### config.mk
export PLATFORM = sky130hd
export DESIGN_NAME = rtu_master_transaction_engine_core
export DESIGN_NICKNAME = d
export VERILOG_FILES = /design/src/rtu_pkg.sv /design/src/rtu_ram.sv /design/src/rtu_div.sv /design/src/rtu_master_transaction_engine_core.sv
export SDC_FILE = /design/constraint.sdc
export NUM_CORES = 2
export LEC_CHECK = 0
export ABC_AREA = 0
export BUFFER_PORTS_ARGS = -buffer_cell sky130_fd_sc_hd__buf_2
export CORE_MARGIN = 2
export CORE_UTILIZATION = 68
export DETAILED_ROUTE_END_ITERATION = 8
export PLACE_DENSITY_LB_ADDON = 0.12
export SLEW_MARGIN = 15
export SYNTH_ARGS = -nofsm -noshare
export SYNTH_HDL_FRONTEND = slang
export SYNTH_SLANG_ARGS = --single-unit
### constraint.sdc
create_clock -name clk_i -period 21.8 [get_ports clk_i]
set_clock_uncertainty 0.1 [all_clocks]
set_input_delay 4.36 -clock clk_i [delete_from_list [all_inputs] [get_ports clk_i]]
set_output_delay 4.36 -clock clk_i [all_outputs]
set_load 0.02 [all_outputs]
### src/rtu_pkg.sv
// Shared types, constants and the CRC step for the bus transaction engine.
package rtu_pkg;

  typedef enum logic [1:0] {
    REQ_TICK    = 2'd0,
    REQ_BYTE    = 2'd1,
    REQ_SUBMIT  = 2'd2,
    REQ_DISCARD = 2'd3
  } rtu_req_e;

  typedef enum logic [2:0] {
    ACT_NONE      = 3'd0,
    ACT_SEND      = 3'd1,
    ACT_COMPLETED = 3'd2,
    ACT_FAILED    = 3'd3,
    ACT_DISCARDED = 3'd4,
    ACT_REJECTED  = 3'd5,
    ACT_STORE     = 3'd6,
    ACT_DROP      = 3'd7
  } rtu_act_e;

  // one queued query descriptor, 33 bits
  typedef struct packed {
    logic [3:0]  tag;
    logic [7:0]  len;
    logic [15:0] limit;
    logic [3:0]  attempts;
    logic        defer;
  } rtu_entry_t;

  typedef struct packed {
    rtu_act_e    act;
    logic [3:0]  tag;
    logic [8:0]  flen;
    logic [7:0]  sidx;
    logic [7:0]  sdata;
  } rtu_res_t;

  // divider request: numerator over (baud * 1000)
  typedef struct packed {
    logic        start;
    logic [31:0] num;
    logic [29:0] den;
  } rtu_div_req_t;

  localparam int unsigned BitsPerChar = 11;
  localparam logic [31:0] WireNum  = 32'(BitsPerChar * 1000000);
  localparam logic [31:0] GapNum   = 32'(BitsPerChar * 3500000);
  localparam logic [29:0] MsPerSec = 30'd1000;
  localparam logic [19:0] BaudReset = 20'd9600;
  localparam logic [15:0] CrcInit  = 16'hFFFF;
  localparam logic [15:0] CrcPoly  = 16'hA001;

  function automatic logic [15:0] crc16_byte(input logic [15:0] crc, input logic [7:0] b);
    logic [15:0] c;
    c = crc ^ {8'd0, b};
    for (int i = 0; i < 8; i++) begin
      c = c[0] ? ((c >> 1) ^ CrcPoly) : (c >> 1);
    end
    return c;
  endfunction

endpackage

### src/rtu_ram.sv
// Generic single-write, single-read RAM with registered read data.
module rtu_ram #(
  parameter int WIDTH = 8,
  parameter int DEPTH = 16,
  localparam int AW = (DEPTH > 1) ? $clog2(DEPTH) : 1
) (
  input  logic             clk_i,
  input  logic             we_i,
  input  logic [AW-1:0]    waddr_i,
  input  logic [WIDTH-1:0] wdata_i,
  input  logic [AW-1:0]    raddr_i,
  output logic [WIDTH-1:0] rdata_o
);

  logic [WIDTH-1:0] mem_q [DEPTH];

  always_ff @(posedge clk_i) begin
    if (we_i) begin
      mem_q[waddr_i] <= wdata_i;
    end
    rdata_o <= mem_q[raddr_i];
  end

endmodule

### src/rtu_div.sv
// Restoring radix-2 divider, one quotient bit per cycle.
module rtu_div
  import rtu_pkg::*;
(
  input  logic         clk_i,
  input  logic         rst_ni,
  input  rtu_div_req_t req_i,
  output logic         done_o,
  output logic [31:0]  quo_o
);

  logic [29:0] rem_q, rem_d;
  logic [31:0] quo_q, quo_d;
  logic [29:0] den_q, den_d;
  logic [4:0]  cnt_q, cnt_d;
  logic        run_q, run_d;
  logic        done_q, done_d;
  logic [30:0] trial;

  assign trial = {rem_q, quo_q[31]};

  always_comb begin
    rem_d  = rem_q;
    quo_d  = quo_q;
    den_d  = den_q;
    cnt_d  = cnt_q;
    run_d  = run_q;
    done_d = 1'b0;
    if (req_i.start) begin
      rem_d = '0;
      quo_d = req_i.num;
      den_d = req_i.den;
      cnt_d = '0;
      run_d = 1'b1;
    end else if (run_q) begin
      // shift in the next numerator bit, subtract when it fits
      if (trial >= {1'b0, den_q}) begin
        rem_d = 30'(trial - {1'b0, den_q});
        quo_d = {quo_q[30:0], 1'b1};
      end else begin
        rem_d = trial[29:0];
        quo_d = {quo_q[30:0], 1'b0};
      end
      cnt_d = cnt_q + 5'd1;
      if (cnt_q == 5'd31) begin
        run_d  = 1'b0;
        done_d = 1'b1;
      end
    end
  end

  always_ff @(posedge clk_i or negedge rst_ni) begin
    if (!rst_ni) begin
      run_q  <= 1'b0;
      done_q <= 1'b0;
      cnt_q  <= '0;
    end else begin
      run_q  <= run_d;
      done_q <= done_d;
      cnt_q  <= cnt_d;
    end
  end

  always_ff @(posedge clk_i) begin
    rem_q <= rem_d;
    quo_q <= quo_d;
    den_q <= den_d;
  end

  assign done_o = done_q;
  assign quo_o  = quo_q;

endmodule

### src/rtu_master_transaction_engine_core.sv
// Top level of the serial bus query transaction engine.
// Flow: a tick, submit, discard of an empty queue or received byte goes from start through
//   the execute state to the registered result strobe; a send also runs the serial divider;
//   a discard scan reads the RAM once per queued entry, in a scan and a compare state.
// Throughput: one word at a time; busy_o stays high until the result is shown, and for a
//   received byte until the silence gap has been computed.
// Reset: all control state clears at once, baud rate returns to 9600; the query RAM is not
//   cleared, since only written entries are ever read. The receiver cannot stall.
module rtu_master_transaction_engine_core
  import rtu_pkg::*;
#(
  parameter int QUEUE_DEPTH = 16,
  parameter int MAX_FRAME   = 256
) (
  input  logic        clk_i,
  input  logic        rst_ni,
  input  logic        start_i,
  output logic        busy_o,
  input  logic        baud_we_i,
  input  logic [19:0] baud_wdata_i,
  input  logic [1:0]  req_type_i,
  input  logic [7:0]  rx_data_i,
  input  logic [3:0]  query_tag_i,
  input  logic [7:0]  query_length_i,
  input  logic [15:0] response_limit_ms_i,
  input  logic [3:0]  attempts_i,
  input  logic        defer_retry_i,
  output logic        valid_o,
  output logic [2:0]  action_o,
  output logic [3:0]  tag_o,
  output logic [8:0]  frame_length_o,
  output logic [7:0]  store_index_o,
  output logic [7:0]  store_data_o
);

  localparam int IW = (QUEUE_DEPTH > 1) ? $clog2(QUEUE_DEPTH) : 1;
  localparam int CW = $clog2(QUEUE_DEPTH + 1);

  typedef enum logic [4:0] {
    S_IDLE = 5'b00001,
    S_EXEC = 5'b00010,
    S_DIV  = 5'b00100,
    S_SCAN = 5'b01000,
    S_SCMP = 5'b10000
  } state_e;

  function automatic logic [IW-1:0] nxt(input logic [IW-1:0] i);
    return (i == IW'(QUEUE_DEPTH - 1)) ? '0 : IW'(i + 1'b1);
  endfunction

  state_e      state_q, state_d;
  logic [IW-1:0] head_q, head_d, tail_q, tail_d, p_q, p_d;
  logic [CW-1:0] cnt_q, cnt_d, i_q, i_d;
  logic        bus_q, bus_d, ovr_q, ovr_d, found_q, found_d, mode_q, mode_d;
  logic [8:0]  rc_q, rc_d;
  logic [15:0] crc_q, crc_d, st_q, st_d, marks_q, marks_d;
  logic [21:0] rt_q, rt_d;
  logic [19:0] baud_q;
  logic        vld_q, vld_d;
  rtu_res_t    res_q, res_d;

  // latched request word
  rtu_req_e    req_q, req_d;
  logic [7:0]  data_q, data_d;
  rtu_entry_t  ient_q, ient_d;
  rtu_entry_t  send_q, send_d;

  // query RAM
  logic          ram_we;
  logic [IW-1:0] ram_waddr, ram_raddr;
  rtu_entry_t    ram_wdata, ram_rdata;

  // divider
  rtu_div_req_t div_req;
  logic         div_done;
  logic [31:0]  div_quo;
  logic [19:0]  eff_baud;

  assign eff_baud = (baud_q == '0) ? 20'd1 : baud_q;
  assign busy_o   = (state_q != S_IDLE);
  assign ram_raddr = (state_q == S_SCAN) ? p_q : head_q;

  rtu_ram #(.WIDTH($bits(rtu_entry_t)), .DEPTH(QUEUE_DEPTH)) u_ram (
    .clk_i   (clk_i),
    .we_i    (ram_we),
    .waddr_i (ram_waddr),
    .wdata_i (ram_wdata),
    .raddr_i (ram_raddr),
    .rdata_o (ram_rdata)
  );

  rtu_div u_div (
    .clk_i  (clk_i),
    .rst_ni (rst_ni),
    .req_i  (div_req),
    .done_o (div_done),
    .quo_o  (div_quo)
  );

  always_comb begin
    rtu_entry_t  h;
    rtu_entry_t  e;
    logic [3:0]  att;
    logic [15:0] sdec;
    logic [21:0] rdec;
    logic        expired;
    logic        do_send;
    logic        do_retire;
    logic        do_retry;
    logic        f;

    state_d = state_q;
    head_d  = head_q;
    tail_d  = tail_q;
    cnt_d   = cnt_q;
    bus_d   = bus_q;
    ovr_d   = ovr_q;
    rc_d    = rc_q;
    crc_d   = crc_q;
    st_d    = st_q;
    rt_d    = rt_q;
    marks_d = marks_q;
    p_d     = p_q;
    i_d     = i_q;
    found_d = found_q;
    mode_d  = mode_q;
    req_d   = req_q;
    data_d  = data_q;
    ient_d  = ient_q;
    send_d  = send_q;
    vld_d   = 1'b0;
    res_d   = res_q;

    ram_we    = 1'b0;
    ram_waddr = tail_q;
    ram_wdata = ient_q;

    div_req.start = 1'b0;
    div_req.num   = GapNum;
    div_req.den   = {10'd0, eff_baud} * MsPerSec;

    h         = ram_rdata;
    e         = ram_rdata;
    att       = '0;
    sdec      = '0;
    rdec      = '0;
    expired   = 1'b0;
    do_send   = 1'b0;
    do_retire = 1'b0;
    do_retry  = 1'b0;
    f         = 1'b0;

    case (state_q)
      S_IDLE: begin
        if (start_i) begin
          // take the request word
          req_d  = rtu_req_e'(req_type_i);
          data_d = rx_data_i;
          ient_d = '{tag: query_tag_i, len: query_length_i, limit: response_limit_ms_i,
                     attempts: attempts_i, defer: defer_retry_i};
          state_d = S_EXEC;
        end
      end

      S_EXEC: begin
        state_d = S_IDLE;
        case (req_q)
          REQ_TICK: begin
            if (!bus_q) begin
              if (cnt_q == '0) begin
                vld_d = 1'b1;
                res_d = '{ACT_NONE, 4'd0, 9'd0, 8'd0, 8'd0};
              end else if (marks_q[h.tag]) begin
                do_retire = 1'b1;
              end else begin
                e       = h;
                do_send = 1'b1;
              end
            end else if (cnt_q == '0) begin
              bus_d = 1'b0;
              vld_d = 1'b1;
              res_d = '{ACT_NONE, 4'd0, 9'd0, 8'd0, 8'd0};
            end else begin
              if (rc_q != '0) begin
                sdec    = (st_q != '0) ? st_q - 16'd1 : st_q;
                st_d    = sdec;
                expired = (sdec == '0);
              end else begin
                rdec    = (rt_q != '0) ? rt_q - 22'd1 : rt_q;
                rt_d    = rdec;
                expired = (rdec == '0);
              end
              if (!expired) begin
                vld_d = 1'b1;
                res_d = '{ACT_NONE, 4'd0, 9'd0, 8'd0, 8'd0};
              end else if (marks_q[h.tag]) begin
                do_retire = 1'b1;
              end else if (rc_q != '0 && rc_q >= 9'd2 && crc_q == '0) begin
                // good frame: complete and free the bus
                head_d = nxt(head_q);
                cnt_d  = CW'(cnt_q - 1'b1);
                bus_d  = 1'b0;
                vld_d  = 1'b1;
                res_d  = '{ACT_COMPLETED, h.tag, 9'(rc_q - 9'd2), 8'd0, 8'd0};
              end else begin
                do_retry = 1'b1;
              end
            end
          end

          REQ_BYTE: begin
            if (!bus_q || cnt_q == '0) begin
              vld_d = 1'b1;
              res_d = '{ACT_DROP, 4'd0, 9'd0, 8'd0, 8'd0};
            end else begin
              if (!ovr_q && ({1'b0, rc_q} + 10'd1) <= 10'(MAX_FRAME)) begin
                vld_d = 1'b1;
                res_d = '{ACT_STORE, h.tag, 9'd0, rc_q[7:0], data_q};
                crc_d = crc16_byte(crc_q, data_q);
                rc_d  = rc_q + 9'd1;
              end else begin
                ovr_d = 1'b1;
                vld_d = 1'b1;
                res_d = '{ACT_DROP, h.tag, 9'd0, 8'd0, 8'd0};
              end
              // restart silence timing once the gap is known
              mode_d        = 1'b0;
              div_req.start = 1'b1;
              div_req.num   = GapNum;
              state_d       = S_DIV;
            end
          end

          REQ_SUBMIT: begin
            if (({1'b0, ient_q.len} + 9'd2) > 9'(MAX_FRAME) || cnt_q >= CW'(QUEUE_DEPTH)) begin
              vld_d = 1'b1;
              res_d = '{ACT_REJECTED, ient_q.tag, 9'd0, 8'd0, 8'd0};
            end else begin
              ram_we    = 1'b1;
              ram_waddr = tail_q;
              ram_wdata = ient_q;
              tail_d    = nxt(tail_q);
              cnt_d     = CW'(cnt_q + 1'b1);
              if (cnt_q == '0 && !bus_q) begin
                e       = ient_q;
                do_send = 1'b1;
              end else begin
                vld_d = 1'b1;
                res_d = '{ACT_NONE, ient_q.tag, 9'd0, 8'd0, 8'd0};
              end
            end
          end

          default: begin
            // discard: scan the queue for the tag
            if (cnt_q == '0) begin
              vld_d = 1'b1;
              res_d = '{ACT_DISCARDED, ient_q.tag, 9'd0, 8'd0, 8'd0};
            end else begin
              p_d     = head_q;
              i_d     = '0;
              found_d = 1'b0;
              state_d = S_SCAN;
            end
          end
        endcase

        if (do_retire) begin
          head_d = nxt(head_q);
          cnt_d  = CW'(cnt_q - 1'b1);
          marks_d[h.tag] = 1'b0;
          bus_d  = 1'b0;
          vld_d  = 1'b1;
          res_d  = '{ACT_DISCARDED, h.tag, 9'd0, 8'd0, 8'd0};
        end

        if (do_retry) begin
          att        = (h.attempts != '0) ? h.attempts - 4'd1 : 4'd0;
          e          = h;
          e.attempts = att;
          if (att != '0) begin
            if (e.defer && cnt_q > CW'(1)) begin
              // move to the tail, count stays
              head_d    = nxt(head_q);
              ram_we    = 1'b1;
              ram_waddr = tail_q;
              ram_wdata = e;
              tail_d    = nxt(tail_q);
              bus_d     = 1'b0;
              vld_d     = 1'b1;
              res_d     = '{ACT_NONE, e.tag, 9'd0, 8'd0, 8'd0};
            end else begin
              ram_we    = 1'b1;
              ram_waddr = head_q;
              ram_wdata = e;
              do_send   = 1'b1;
            end
          end else begin
            head_d = nxt(head_q);
            cnt_d  = CW'(cnt_q - 1'b1);
            bus_d  = 1'b0;
            vld_d  = 1'b1;
            res_d  = '{ACT_FAILED, e.tag, 9'd0, 8'd0, 8'd0};
          end
        end

        if (do_send) begin
          bus_d         = 1'b1;
          rc_d          = '0;
          ovr_d         = 1'b0;
          crc_d         = CrcInit;
          st_d          = '0;
          send_d        = e;
          mode_d        = 1'b1;
          div_req.start = 1'b1;
          div_req.num   = 32'({1'b0, e.len} + 9'd2) * WireNum;
          state_d       = S_DIV;
        end
      end

      S_DIV: begin
        if (div_done) begin
          state_d = S_IDLE;
          if (mode_q) begin
            rt_d  = 22'({6'd0, send_q.limit} + div_quo[21:0]);
            vld_d = 1'b1;
            res_d = '{ACT_SEND, send_q.tag, 9'({1'b0, send_q.len} + 9'd2), 8'd0, 8'd0};
          end else begin
            st_d = (div_quo == '0) ? 16'd1 : div_quo[15:0];
          end
        end
      end

      S_SCAN: begin
        state_d = S_SCMP;
      end

      S_SCMP: begin
        f = found_q | (ram_rdata.tag == ient_q.tag);
        if (CW'(i_q + 1'b1) == cnt_q) begin
          state_d = S_IDLE;
          vld_d   = 1'b1;
          if (f) begin
            marks_d[ient_q.tag] = 1'b1;
            res_d = '{ACT_NONE, ient_q.tag, 9'd0, 8'd0, 8'd0};
          end else begin
            res_d = '{ACT_DISCARDED, ient_q.tag, 9'd0, 8'd0, 8'd0};
          end
        end else begin
          i_d     = CW'(i_q + 1'b1);
          p_d     = nxt(p_q);
          found_d = f;
          state_d = S_SCAN;
        end
      end

      default: begin
        state_d = S_IDLE;
      end
    endcase
  end

  always_ff @(posedge clk_i or negedge rst_ni) begin
    if (!rst_ni) begin
      state_q <= S_IDLE;
      head_q  <= '0;
      tail_q  <= '0;
      cnt_q   <= '0;
      bus_q   <= 1'b0;
      ovr_q   <= 1'b0;
      rc_q    <= '0;
      crc_q   <= CrcInit;
      st_q    <= '0;
      rt_q    <= '0;
      marks_q <= '0;
      baud_q  <= BaudReset;
      vld_q   <= 1'b0;
      mode_q  <= 1'b0;
    end else begin
      state_q <= state_d;
      head_q  <= head_d;
      tail_q  <= tail_d;
      cnt_q   <= cnt_d;
      bus_q   <= bus_d;
      ovr_q   <= ovr_d;
      rc_q    <= rc_d;
      crc_q   <= crc_d;
      st_q    <= st_d;
      rt_q    <= rt_d;
      marks_q <= marks_d;
      vld_q   <= vld_d;
      mode_q  <= mode_d;
      if (baud_we_i) begin
        baud_q <= baud_wdata_i;
      end
    end
  end

  // payload and scan registers need no reset
  always_ff @(posedge clk_i) begin
    req_q   <= req_d;
    data_q  <= data_d;
    ient_q  <= ient_d;
    send_q  <= send_d;
    p_q     <= p_d;
    i_q     <= i_d;
    found_q <= found_d;
    res_q   <= res_d;
  end

  assign valid_o        = vld_q;
  assign action_o       = res_q.act;
  assign tag_o          = res_q.tag;
  assign frame_length_o = res_q.flen;
  assign store_index_o  = res_q.sidx;
  assign store_data_o   = res_q.sdata;

endmodule

==> impl_metrics.toml <==
[global_route]
globalRoute.totalOverflow = 0
grt_antenna_before_repair = 3
global_route.usage.total_pct = 32.7
first_global_vias = 31200
grt_start_max_net_pins = 111
first_pass_grt_wire_length_um = 179000

[die]
placeableCoreArea_um2 = 68500
row_count = 96
floorplan.io_pins = 101
floorplan.initialDensity_pct = 68.6
fp.dieW_um = 267
die_h_um = 267
dieArea_um2 = 71200

[synth]
dominantRegCellSynth = "sky130_fd_sc_hd__edfxtp_1"
synthesis.area_um2 = 47000
post_synth_num_cell_types = 101
synth-async-reset-ratio_pct = 14.4
yosys_warnings = 0
synth_nets = 4483
synth.ff_latch_count = 891
ys_seq_area_share_pct = 54.3
synthesized_instance_count = 4117
syn_avg_cell_area_um2 = 11.4
synth_edf_count = 700

[critical_path]
cp_slowest_cell = "sky130_fd_sc_hd__or4b_2"
start_kind = "register"
critPathArrivalTime_ns = 9.69
path_delay_family = "adder cells"
path_class = "reg -> reg"
critical_path_required_ns = 22.12
timing.critical_path.mode_cell = "sky130_fd_sc_hd__inv_1"
timing.critical_path.fanout_max = 21
critical_path.endpoint_type = "register"
critical_path.max_stage_delay_ns = 0.93
critPathBufInv = 6

[pwr]
total_power_mw = 8.34
power-per-cell-area_nw_per_um2 = 162
leakage_nw = 19.7
worst_ir_drop_vdd_mv = 0.351

[layout]
layout-area-overhead-vs-synth_pct = 9.91
leading_cell_type_in_the_layout_fill_and_taps_excluded = "sky130_fd_sc_hd__edfxtp_1"
ratio_of_cells_with_drive_above_1_in_the_final_layout_pct = 11.1
finalNonFillerCells = 5093
final_cell_mix = "700 x sky130_fd_sc_hd__edfxtp_1, 448 x sky130_fd_sc_hd__nand2_1, 241 x sky130_fd_sc_hd__inv_1"
antenna_diode_count = 0
finalNetCount = 4497

[run_status]
status = "finished, final reports clean"

[clock_tree]
clock_insertion_delay_at_the_later_pin_of_the_skew_report_ns = 0.69
holdBufCountCts = 0
cts_buffers = 92
tritoncts = "yes"
clock_path_buffers = 3
cts_num_sinks = 891
cts.repair.resized = 0
cts.root.buffer_cell = "sky130_fd_sc_hd__clkbuf_16"
clkTransAtPathRegs_ns = 0.06
post-cts-setup-buffer-count = 0
h-tree-depth = 3

[drt]
routed-via-count = 33000
wire_per_inst_um = 22.8
drt.antenna.violating_nets = 0
wl_met2_um = 54500
drt_pre_antenna_iters = 8
met3RoutedLength_um = 9030
via_density = 6.48
maxUsedRoutingLayer = "met5"
m1WireLength_um = 49400
drc_errors = 0
finalWirelength_um = 116000
iter_0_drt_violations = 3580

[placed_design]
post_place_setup_slack_ns = 12.63
placed_cells_incl_taps = 4919
place_hpwl_um = 73300
final_wtd_congestion = 0.971
port_buffers = 100

[sta]
final_hold_viol_count = 0
timing.final.crit_period_ns = 9.37
grt_setup_unrepaired = "false"
min_period_over_period_pct = 43.0
timing.slew.headroom_pct = 27.4
finalSetupViolations = 0
report.final.slew_viol_count = 0
final_worst_setup_slack_ns = 12.43
fmax_ghz = 0.107
total_negative_slack_ns = 0
whs_ns = 0.383
worst_slew_pin_slew_ns = 1.09

[job]
max-cap-violations = 0

[worst_hold_path]
min_path_type = "reg -> reg"
worst reg2reg max path, delay by kind of cell (launching register included):
kind                       cells  cell delay [ns]
AOI/OAI and AO/OA              8             1.98
xor gates and xnor gates       2             0.28
adders and majority gates      7             2.88
buffers and inverters          6             0.79
DFF                            1             0.48
muxes                          1             0.31
and+or+nand+nor                5             2.26
state kept, by name (all words and copies together), names as in the netlist, 8 cells and up:
signal,count
u_ram.mem_q,528
ient_q,33
u_ram.rdata_o,33
u_div.quo_o,32
u_div.rem_q,30
send_q,28
u_div.den_q,27
rt_q,22
baud_q,20
crc_q,16
marks_q,16
st_q,16
frame_length_o,9
rc_q,9
data_q,8
store_data_o,8
store_index_o,8
logic make-up after synthesis:
group / after synthesis / synth area share (%)
xor gates and xnor gates: 142 / 2.65
AOI/OAI and AO/OA: 1020 / 14.4
buffers and inverters: 475 / 3.92
other: 2 / 0.0160
muxes: 110 / 2.68
and+or+nand+nor: 1178 / 12.3
adders and majority gates: 299 / 9.73
DFF: 891 / 54.3
where the power goes:
part / total [mW] / internal [mW] / switching [mW] / leakage, nW
clock network: 1.69 / 1.01 / 0.685 / 1.62
registers: 2.35 / 2.15 / 0.200 / 8.55
logic: 4.30 / 1.77 / 2.53 / 9.58
synthesized netlist by cell type, drive strengths merged, types with 9 or more instances:
cell    count  area [µm²]
o22ai      19         119
nor3       90         472
clkbuf    194         728
buf        39         203
and2      149         932
nand3      70         363
nor2b      26         163
a21o       34         255
nor4       37         265
edfxtp    700       21000
o21a       13        97.6
dfrtp     107        2680
or4         9        71.3
o31ai      17         128
mux2       77         867
o211ai     12        90.1
and3       25         161
nand4      27         169
a21oi     247        1240
a22oi      36         270
a211oi    189        1430
a31oi      95         601
dfstp      21         552
a311oi     68         596
dfxtp      63        1260
o21bai      9        67.6
or2        10        62.6
nor2      192         731
nor3b      12        95.1
o31a        9        78.8
fa        110        2200
a22o       17         149
xor2       46         403
nand2     449        1690
mux2i      28         280
ha        189        2360
inv       242         908
o21ai     176         881
xnor2      96         841
nand2b     24         150
or3        29         181
stage by stage:
step | cell area [µm²] | util (%)
floorplan | 47000 | -
detailed placement | 48300 | 70.5
global route | 51600 | 75.4
CTS | 51600 | 75.4
global placement | 48300 | 70.5
finish | 51600 | 75.4
metal layers:
metal,global-route usage [%],vias to the layer above
met5,0,-
met4,10.2,4
met3,4.57,236
met2,51.2,1425
met1,47.9,16100
li1,-,15200
area by class of cell:
| class | instances | area, µm² |
|---|---|---|
| Clock buffer | 126 | 2620 |
| Clock inverter | 48 | 712 |
| Multi-Input combinational cell | 2751 | 19900 |
| Sequential cell | 891 | 25500 |
| Timing Repair Buffer | 153 | 905 |
| Inverter | 242 | 908 |
| Tap cell | 882 | 1100 |
| Fill cell | 4419 | 16900 |
worst paths after layout:
check | start | end | slack, ns | cells after the start
worst max register to register | cnt_q[2] | u_div.quo_o[31] | 12.43 | 29
min in group asynchronous | rst_ni | valid_o | 3.67 | 1
worst min register to register | marks_q[7] | marks_q[7] | 0.38 | 1
max in group asynchronous | rst_ni | st_q[6] | 16.72 | 2
worst min-delay path | marks_q[7] | marks_q[7] | 0.38 | 1
worst max-delay path | cnt_q[2] | u_div.quo_o[31] | 12.43 | 29
No activity file was read; power rests on OpenSTA's default activity.
